File: src/hdl/pdt_pkg.sv
// ----------------------------------------------------------------------------
// pdt_pkg
// shared types, constants and geometry helpers for the polygon diagonal test
// ----------------------------------------------------------------------------
package pdt_pkg;

  localparam int MaxVertices = 64;
  localparam int CoordBits   = 16;
  localparam int IdxBits     = $clog2(MaxVertices);
  localparam int CntBits     = $clog2(MaxVertices + 1);
  localparam int DiffBits    = CoordBits + 1;
  localparam int ProdBits    = 2 * DiffBits;

  localparam logic OpWrite = 1'b0;
  localparam logic OpQuery = 1'b1;

  // orientation codes
  localparam logic [1:0] OrientLeft  = 2'b01;
  localparam logic [1:0] OrientOn    = 2'b00;
  localparam logic [1:0] OrientRight = 2'b11;

  typedef logic signed [CoordBits-1:0] coord_t;

  typedef struct packed {
    coord_t x;
    coord_t y;
  } pt_t;

  // datapath operand select codes for the six neighbor reads
  typedef enum logic [2:0] {
    SelA0 = 3'd0,
    SelA  = 3'd1,
    SelA1 = 3'd2,
    SelB0 = 3'd3,
    SelB  = 3'd4,
    SelB1 = 3'd5
  } sel_e;

  // controller to datapath
  typedef struct packed {
    logic               write_en;
    logic [IdxBits-1:0] rd_addr;
    logic               rd_en;
    logic               load_pt;
    sel_e               load_sel;
    logic               load_edge;   // shift read data into edge pipeline
    logic               cone_eval;
    logic               edge_eval;
  } cmd_t;

  // datapath to controller
  typedef struct packed {
    logic result;
  } stat_t;

  // sign of doubled triangle area: left, collinear or right
  function automatic logic [1:0] orient(pt_t a, pt_t b, pt_t c);
    logic signed [DiffBits-1:0] bx, by, cx, cy;
    logic signed [ProdBits-1:0] p1, p2;
    bx = DiffBits'(b.x) - DiffBits'(a.x);
    by = DiffBits'(b.y) - DiffBits'(a.y);
    cx = DiffBits'(c.x) - DiffBits'(a.x);
    cy = DiffBits'(c.y) - DiffBits'(a.y);
    p1 = bx * cy;
    p2 = cx * by;
    if (p1 > p2) return OrientLeft;
    else if (p1 < p2) return OrientRight;
    else return OrientOn;
  endfunction

  function automatic logic left_of(pt_t a, pt_t b, pt_t c);
    return orient(a, b, c) == OrientLeft;
  endfunction

  function automatic logic left_on(pt_t a, pt_t b, pt_t c);
    return orient(a, b, c) != OrientRight;
  endfunction

  function automatic logic in_cone(pt_t p, pt_t v, pt_t n, pt_t o);
    if (left_on(v, n, p)) return left_of(v, o, p) && left_of(o, v, n);
    else return !(left_on(v, o, n) && left_on(o, v, p));
  endfunction

endpackage

File: src/hdl/pdt_ctrl.sv
// ----------------------------------------------------------------------------
// pdt_ctrl
// sequencer: handshakes, range checks, neighbor reads and edge walk
// ----------------------------------------------------------------------------
module pdt_ctrl (
  input  logic                          clk_i,
  input  logic                          rst_ni,
  input  logic                          in_valid_i,
  output logic                          in_stall_o,
  input  logic                          op_i,
  input  logic [pdt_pkg::IdxBits-1:0]   first_index_i,
  input  logic [pdt_pkg::IdxBits-1:0]   second_index_i,
  input  logic [pdt_pkg::CntBits-1:0]   vertex_count_i,
  output logic                          out_valid_o,
  input  logic                          out_stall_i,
  output logic                          is_diagonal_o,
  output logic                          status_o,
  output pdt_pkg::cmd_t                 cmd_o,
  input  pdt_pkg::stat_t                stat_i
);

  typedef enum logic [5:0] {
    StIdle  = 6'b000001,
    StRead  = 6'b000010,
    StCone  = 6'b000100,
    StWalk  = 6'b001000,
    StDrain = 6'b010000,
    StOut   = 6'b100000
  } state_e;

  localparam int IB = pdt_pkg::IdxBits;

  state_e state_q, state_d;
  logic [IB-1:0] i_q, j_q, last_q, ptr_q, ptr_d;
  logic [2:0] rd_cnt_q, rd_cnt_d;
  logic [1:0] drain_q, drain_d;
  logic       first_q, first_d;
  logic       diag_q, diag_d, stat_q, stat_d, ov_q, ov_d;
  logic       accept, bad;
  logic [IB-1:0] i_prev, i_next, j_prev, j_next;
  pdt_pkg::sel_e sel_lag_q;
  logic       rd_lag_v_q;
  logic       walk_v_q, walk_first_q;

  assign in_stall_o = (state_q != StIdle) || (ov_q && out_stall_i);
  assign accept     = in_valid_i && !in_stall_o;
  assign bad = (vertex_count_i < pdt_pkg::CntBits'(3)) ||
               (vertex_count_i > pdt_pkg::CntBits'(pdt_pkg::MaxVertices)) ||
               (pdt_pkg::CntBits'(first_index_i) >= vertex_count_i) ||
               (pdt_pkg::CntBits'(second_index_i) >= vertex_count_i);

  assign i_prev = (i_q == '0) ? last_q : i_q - IB'(1);
  assign i_next = (i_q == last_q) ? '0 : i_q + IB'(1);
  assign j_prev = (j_q == '0) ? last_q : j_q - IB'(1);
  assign j_next = (j_q == last_q) ? '0 : j_q + IB'(1);

  always_comb begin
    state_d  = state_q;
    ptr_d    = ptr_q;
    rd_cnt_d = rd_cnt_q;
    drain_d  = drain_q;
    first_d  = first_q;
    diag_d   = diag_q;
    stat_d   = stat_q;
    ov_d     = ov_q && out_stall_i;
    cmd_o    = '0;
    cmd_o.load_sel = pdt_pkg::SelA;
    cmd_o.rd_addr  = ptr_q;
    unique case (state_q)
      StIdle: begin
        if (accept) begin
          if (op_i == pdt_pkg::OpWrite) begin
            cmd_o.write_en = 1'b1;
          end else if (bad) begin
            diag_d = 1'b0;
            stat_d = 1'b1;
            ov_d   = 1'b1;
          end else begin
            rd_cnt_d = '0;
            state_d  = StRead;
          end
        end
      end
      StRead: begin
        cmd_o.rd_en = 1'b1;
        unique case (rd_cnt_q)
          3'd0:    cmd_o.rd_addr = i_prev;
          3'd1:    cmd_o.rd_addr = i_q;
          3'd2:    cmd_o.rd_addr = i_next;
          3'd3:    cmd_o.rd_addr = j_prev;
          3'd4:    cmd_o.rd_addr = j_q;
          default: cmd_o.rd_addr = j_next;
        endcase
        rd_cnt_d = rd_cnt_q + 3'd1;
        if (rd_cnt_q == 3'd5) state_d = StCone;
      end
      StCone: begin
        // last neighbor lands this cycle; evaluate cones next cycle
        ptr_d   = '0;
        first_d = 1'b1;
        state_d = StWalk;
      end
      StWalk: begin
        // walk vertices 0..last then wrap to 0 to close the final edge
        cmd_o.rd_en   = 1'b1;
        cmd_o.rd_addr = ptr_q;
        first_d       = 1'b0;
        if (first_q) cmd_o.cone_eval = 1'b1;
        if (!first_q && ptr_q == '0) begin
          drain_d = 2'd0;
          state_d = StDrain;
        end else begin
          ptr_d = (ptr_q == last_q) ? '0 : ptr_q + IB'(1);
        end
      end
      StDrain: begin
        drain_d = drain_q + 2'd1;
        if (drain_q == 2'd2) begin
          diag_d  = stat_i.result;
          stat_d  = 1'b0;
          state_d = StOut;
        end
      end
      StOut: begin
        if (!(ov_q && out_stall_i)) begin
          ov_d    = 1'b1;
          state_d = StIdle;
        end
      end
      default: state_d = StIdle;
    endcase
    // read data arrives in the cycle after the address
    cmd_o.load_pt    = rd_lag_v_q;
    cmd_o.load_sel   = sel_lag_q;
    cmd_o.load_edge  = walk_v_q;
    cmd_o.edge_eval  = walk_v_q && !walk_first_q;
  end

  always_ff @(posedge clk_i or negedge rst_ni) begin
    if (!rst_ni) begin
      state_q      <= StIdle;
      ov_q         <= 1'b0;
      rd_lag_v_q   <= 1'b0;
      walk_v_q     <= 1'b0;
      walk_first_q <= 1'b0;
    end else begin
      state_q      <= state_d;
      ov_q         <= ov_d;
      rd_lag_v_q   <= (state_q == StRead);
      walk_v_q     <= (state_q == StWalk);
      walk_first_q <= (state_q == StWalk) && first_q;
    end
  end

  always_ff @(posedge clk_i) begin
    if (accept) begin
      i_q    <= first_index_i;
      j_q    <= second_index_i;
      last_q <= IB'(vertex_count_i - pdt_pkg::CntBits'(1));
    end
    ptr_q     <= ptr_d;
    rd_cnt_q  <= rd_cnt_d;
    drain_q   <= drain_d;
    first_q   <= first_d;
    diag_q    <= diag_d;
    stat_q    <= stat_d;
    sel_lag_q <= pdt_pkg::sel_e'(rd_cnt_q);
  end

  assign out_valid_o   = ov_q;
  assign is_diagonal_o = diag_q;
  assign status_o      = stat_q;

endmodule

File: config.mk
export PLATFORM = sky130hd
export DESIGN_NAME = pdt_ctrl
export DESIGN_NICKNAME = d
export VERILOG_FILES = /design/src/hdl/pdt_pkg.sv /design/src/hdl/pdt_ctrl.sv
export SDC_FILE = /design/constraint.sdc
export NUM_CORES = 1
export LEC_CHECK = 0
export ABC_CLOCK_PERIOD_IN_PS = 2850
export BUFFER_PORTS_ARGS = -buffer_cell sky130_fd_sc_hd__clkbuf_2
export CAP_MARGIN = 25
export CORE_UTILIZATION = 27
export CTS_CLUSTER_SIZE = 24
export DETAILED_ROUTE_END_ITERATION = 16
export PLACE_DENSITY_LB_ADDON = 0.15
export SKIP_CTS_REPAIR_TIMING = 1
export SLEW_MARGIN = 30
export SYNTH_ARGS = -nofsm -noshare
export SYNTH_HDL_FRONTEND = slang
export SYNTH_SLANG_ARGS = --single-unit
File: constraint.sdc
create_clock -name clk_i -period 2.85 [get_ports clk_i]
set_clock_uncertainty 0.05 [all_clocks]
set_input_delay 0.285 -clock clk_i [delete_from_list [all_inputs] [get_ports clk_i]]
set_output_delay 0.285 -clock clk_i [all_outputs]
set_load 0.02 [all_outputs]
Word level (Yosys, flattened, before mapping)
Cells that the tools add are included.
Widths: inputs -> output; s select.

cells by class
  $add $sub $neg = 8
  eq/ne operators = 25
  multiplexer cells = 43
  reduce and logical (&&, ||, !) cells = 25
  $lt $le $gt $ge = 4

operators with widths
  cell                 count
  $mux 6               13
  $pmux 6 s6           1
  $pmux 6 s5           1
  $add 6x1->6 const B  3
  $eq 6x6->1           3
  $logic_not 6->1      3
  $ne 2x2->1 const B   9
  $sub 6x1->6 const B  3
  $mux 1               16
  $ge 6x7->1           2
  $pmux 7 s2           1
  $pmux 6 s2           1
  $mux 3               3
  $pmux 1 s2           4
  $reduce_bool 2->1    4
  $gt 7x7->1 const B   1
  $lt 7x2->1 const B   1
  $reduce_and 7->1     1
  $eq 3x2->1 const B   2
  $eq 3x3->1 const B   2
  $eq 6x1->1 const B   1
  $eq 6x2->1 const B   1
  $eq 6x3->1 const B   1
  $eq 6x4->1 const B   1
  other kinds (17)     27

storage, ports and cells
  output and inout port bits = 19
  input bits = 25
  bits in registers = 45

Depth between registers and ports, before layout
Gate-level depths: netlist of the first run.

  depth in word-level cells = 8
  gate-level depth with buffers = 8

Worst setup path before layout of the first run
Ideal clock, no wire load.

  kind = flip-flop to output port
  start point = reg rd_cnt_q[0]
  end point = out cmd_o[8] in the netlist's numbering
  data arrival time = 2.381 ns
  setup slack = 0.134 ns
  cell stages (with the launch flop) = 8
  path through = edfxtp_1 > ha_1 > ha_1 > clkbuf_1 > o311ai_1 > a221oi_1 > and3_1 > a221oi_1

RTL lines
  item                      line             source
  start: declaration        pdt_ctrl.sv:35   logic [2:0] rd_cnt_q, rd_cnt_d;
  start signal: assignment  pdt_ctrl.sv:162  rd_cnt_q <= rd_cnt_d;
  end: declaration          pdt_ctrl.sv:18   output pdt_pkg::cmd_t cmd_o,

==> flow_summary.toml, run 1 <==
[synth]
synth_top_cells_by_area = "edfxtp_1, ha_1, dfrtp_1"
ys_seq_area_frac = 0.3823
async_reset_ff_frac = 0.2222
synth-main-ff-cell = "edfxtp_1"
ys.warnings.count = 0
yosysMostFrequentCell = "edfxtp_1"
synth_commonest_cells = "edfxtp_1, ha_1, inv_1"
yosysTopAreaCell = "edfxtp_1"
synth-edff-count = 32
syn_area_um2 = 3328
synth.net_count = 394
synth_top_cell_area_share = 0.2887
avgSynthCellArea_um2 = 9.760
synth-seq-cells = 45
syn_inst = 341
ys_types = 61

[power]
total_power_mw = 1.935
leakagePower_nw = 1.657
cellPowerDensity_nw_per_um2 = 488.6
peakVddDrop_mv = 0.1941

[placed_design]
place_ws_ns = 0.2186
port_buffers = 43
dp_hpwl_mm = 6.901
gp_congestion = 0.8275

[route]
first_pass_iters = 4
drt-total-wl_mm = 8.644
drt-wirelength-per-cell_um = 16.04
drc_errors = 0
via_per_inst = 5.007
drt.antenna.violating_nets = 0
vias = 2699
drt_iter0_drc = 148

[flow_run]
cap_violations = 0

[sta]
worstMarginPinSlew_ns = 0.8018
fin_crit_sh = 0.9844
fmaxAchievable_ghz = 0.3564
finalHoldViolations = 0
min_period_ns = 2.805
finalSetupViolations = 0
relSlewSlack = 0.4609
setup_ws_ns = 0.04453
final_max_slew_viol_count = 0
holdWs_ns = 0.1442
rsz0062_at_grt = "true"

[grt]
grt_util_all_layers = 0.1424
grtUsageMet2 = 0.2262
use_met1 = 0.1961
antenna_found_initial = 0
grt_pass1_vias = 2640
gr-total-overflow = 0
grt_util_met3 = 0.02410
busiest_layer = "met2"
grt_max_degree = 19
grt_pass1_wl_mm = 14.06

[clock_network]
clock_latency_ns = 0.29
clk_pin_slew_ns = 0.06
clock_tree.root_cell = "clkbuf_16"
ctsHtreeMaxLevel = 2
numCtsBuffers = 5
cts_tree = "built"
cts_sinks = 45
clockBufferDepth = 2

[cells_and_area]
fin_nets = 444
area_delta_synth_final_pct = 18.99
multiInputGateArea_um2 = 1889
fill_cells = 1227
seq_area_um2 = 1272
drive_gt1_frac = 0.2245
diodes = 0

[die]
die_area_um2 = 12770
die_height_um = 113.0
rows = 40
boundaryPins = 44
die_x_um = 113.0
core_um2 = 12010
start_util = 0.2771

[critical_path]
path_class = "reg2out"
endpoint = "cmd_o[10]"
worstPathRequired_ns = 2.52
setup.worst_path.end_class = "output pin"
critPathMaxFanout = 6
rr_startpoint = "state_q[5]"
r2r_slack_ns = 0.58
start_kind = "flip-flop"
r2r-end = "rd_cnt_q[2]"
arrival_ns = 2.47
setup.worst_path.start = "j_q[0]"
ff2ff_path_depth = 5

[run_status]
status = "finished, final reports clean"

[hold_path]
min-delay-start = "second_index_i[0]"
hp-class = "in2reg"
## metal layers
layer | part of all wire | wire (µm)
met1 | 0.49 | 4258
met2 | 0.45 | 3927
met3 | 0.038 | 328
met4 | 0.015 | 129
met5 | 0 | 0
## cell families (layout without fill, tap and decap cells)
family                   count (synthesis)  in the layout  synth area share
adder cells (fa/ha/maj)                 28             28            0.1053
AO/OA/AOI/OAI                           73             73            0.1564
buffers and inverters                   45             96           0.06240
AND/OR/NAND/NOR                        108            108            0.1808
flip-flops                              45             45            0.3823
XOR/XNOR                                40             40            0.1053
multiplexers                             2              2          0.007518
## worst max-delay path, stage by stage (launching register included)
cell and delay (ns):
edfxtp_1 0.41, inv_2 0.11, ha_4 0.14, or4b_4 0.48
or2_4 0.30, mux2_4 0.31, a22oi_2 0.11, a31oi_1 0.13
buf_4 0.18
## stage by stage
stage               setup TNS (ns)    util  std cells  area, µm²
CTS                        -0.2401  0.3223        534       3871
finish                           0  0.3297        539       3960
global placement                 0  0.3105        526       3730
detailed placement               0  0.3105        526       3730
global route              -0.06467  0.3297        539       3960
floorplan                        0       -        341       3328
## cell usage in the layout, fill, tap and decap left out, drive strengths merged, types with 5 or more instances in the layout
cell    instances
clkbuf         47
and3           11
nand3          13
nand2          16
a221oi          6
dfrtp           9
o21ai           8
ha             28
nor3            8
xnor2          23
nand2b          7
o211ai          7
nor2           20
edfxtp         32
a211oi          5
a21oi          14
inv            24
xor2           17
buf            23
nor2b           7
## cell type report
| class | instances | area share |
|---|---|---|
| Multi-Input combinational cell | 251 | 0.4771 |
| Sequential cell | 45 | 0.3213 |
| Timing Repair Buffer | 64 | 0.09668 |
| Tap cell | 147 | 0.04645 |
| Clock buffer | 7 | 0.03349 |
| Inverter | 24 | 0.02275 |
| Clock inverter | 1 | 0.002212 |
## sequential cells by signal, summed over array words and instances, names as in the netlist, 2 cells and up
name       cells
j_q            6
last_q         6
ptr_q          6
rd_cnt_q       3
i_q            6
state_q        6
drain_q        2
sel_lag_q      3
## worst min path at each step
stage                   endpoint  depth (start not counted)
finish                    j_q[0]                          1
global route              j_q[0]                          1
CTS                   state_q[4]                          1
detailed placement  walk_first_q                          1
global placement    walk_first_q                          1
floorplan            out_valid_o                          0
## where the power goes
| part | total (mW) | switching, mW | internal, mW | leakage [nW] |
|---|---|---|---|---|
| Sequential | 0.850 | 0.0781 | 0.772 | 0.453 |
| Combinational | 0.512 | 0.284 | 0.228 | 1.14 |
| Clock | 0.573 | 0.245 | 0.327 | 0.0681 |
(Power assumes the default switching activity.)
==> run 2, diff against run 1 <==
CORE_UTILIZATION = 35   (was 27)
SETUP_SLACK_MARGIN = 0.2   (was not set)
SKIP_CTS_REPAIR_TIMING = not set   (was 1)
==> flow_summary.toml, run 2 (synthesized netlist as in run 1, its figures left out) <==
[run_status]
status = "finished, final reports clean"

[critical_path]
r2r-end = "rd_cnt_q[2]"
setup.worst_path.start = "rd_cnt_q[0]"
path_buf_inv = 3
cp_slowest_cell = "edfxtp_1"
path_cells = "inv_2 > ha_4 > o21ba_4 > o311ai_4 > buf_6 > a221oi_1 > and3_1 > a221oi_2 > buf_4"
worst_path_largest_cell_delay_ns = 0.47
path_class = "reg2out"
arrival_ns = 2.39
critPathTopFamily = "compound AO/OA/AOI/OAI gates"
worstPathRequired_ns = 2.52
critPathMaxFanout = 6
start_kind = "flip-flop"
rr_startpoint = "state_q[5]"
setup.worst_path.end_class = "output pin"
ff2ff_path_depth = 6
r2r_slack_ns = 0.57

[clock_network]
clock_tree.root_cell = "clkbuf_8"
cts_sinks = 45
clockBufferDepth = 2
clk_pin_slew_ns = 0.09
cts_tree = "built"
clock_latency_ns = 0.30
numCtsBuffers = 5
ctsHtreeMaxLevel = 2

[hold_path]
hp-class = "in2reg"
min-delay-start = "first_index_i[1]"
hold_depth = 1
hold-path-endpoint = "i_q[1]"

[sta]
fmaxAchievable_ghz = 0.3664
fin_crit_sh = 0.9577
setup_tns_ns = 0
worstMarginPinSlew_ns = 0.7322
finalHoldViolations = 0
min_period_ns = 2.730
finalSetupViolations = 0
final_max_slew_viol_count = 0
rsz0062_at_grt = "true"
relSlewSlack = 0.5077

[cells_and_area]
layout_common_cells = "clkbuf_2, edfxtp_1, buf_4"
drive_gt1_frac = 0.2739
diodes = 0
area_delta_synth_final_pct = 21.01
seq_area_um2 = 1275
fin_nets = 450
multiInputGateArea_um2 = 1976
layout_commonest_cell = "clkbuf_2"
fill_cells = 918

[grt]
grt_pass1_vias = 2680
grt_max_degree = 19
antenna_found_initial = 0
grtUsageMet2 = 0.2831
gr-total-overflow = 0
use_met1 = 0.2466
grt_pass1_wl_mm = 13.77
grt_util_all_layers = 0.1792
busiest_layer = "met2"
grt_util_met3 = 0.03654

[route]
vias = 2800
drt.antenna.violating_nets = 0
via_per_inst = 5.313
drt_iter0_drc = 108
drc_errors = 0
first_pass_iters = 4
drt-total-wl_mm = 8.582
drt-wirelength-per-cell_um = 16.28

[power]
total_power_mw = 1.811
cellPowerDensity_nw_per_um2 = 449.7
leakagePower_nw = 1.671
peakVddDrop_mv = 0.2362

[placed_design]
gp_congestion = 0.9035
dp_hpwl_mm = 6.439
port_buffers = 43

[die]
start_util = 0.3602
die_x_um = 99.52
die_area_um2 = 9903
die_height_um = 99.52
rows = 35
core_um2 = 9240
boundaryPins = 44

[flow_run]
cap_violations = 0
-- run 2: changes by cell type in the layout (fill, tap and decap cells not counted), sizes merged --
cell    delta
clkbuf     -4
inv        +2
buf        +8
-- run 2: repair_timing --
item                                   in CTS  in global routing
hold buffers                                1                  0
pin swaps                                   4                 10
setup endpoints to repair                   6                  6
endpoints found under the hold margin       9                  0
setup buffers                               9                  5
resized for setup                          14                 22
-- run 2: cell type report --
cell class                 count  share of cell area
sequential                    45              0.3166
clock buffer                   5             0.01709
tap                          129             0.04007
timing repair buffer          70              0.1084
multi-input combinational    251              0.4905
inverter                      24             0.02237
clock inverter                 3            0.004970
-- run 2: per-layer routing --
layer | wire [µm] | share of wire
met5 | 0 | 0
met4 | 127 | 0.015
met3 | 548 | 0.064
met2 | 3955 | 0.46
met1 | 3951 | 0.46
-- run 2: worst max path at each step --
stage,cells past startpoint,slack [ns],endpoint
final,9,0.12,cmd_o[9]
after global routing,8,0.05,cmd_o[10]
after CTS,8,0.10,cmd_o[10]
after detailed placement,8,0.31,cmd_o[10]
after global placement,8,0.32,cmd_o[10]
after floorplan,8,0.30,cmd_o[10]
-- run 2: where the power goes --
group | internal, mW | total [mW] | switching (mW)
Combinational | 0.245 | 0.552 | 0.307
Sequential | 0.771 | 0.852 | 0.0807
Clock | 0.175 | 0.407 | 0.232
Total | 1.19 | 1.81 | 0.620
-- run 2: through the flow --
step                        util  hold slack [ns]  area [µm²]  instances  worst slack, ns
after CTS                 0.4237           0.1160        3915        522           0.1010
after detailed placement  0.3999           0.1228        3695        504           0.3061
after global routing      0.4359           0.1263        4028        527          0.05485
final                     0.4359           0.1250        4028        527           0.1204
after floorplan                -         -0.06059        3346        341           0.3025
after global placement    0.3999           0.1195        3695        504           0.3224
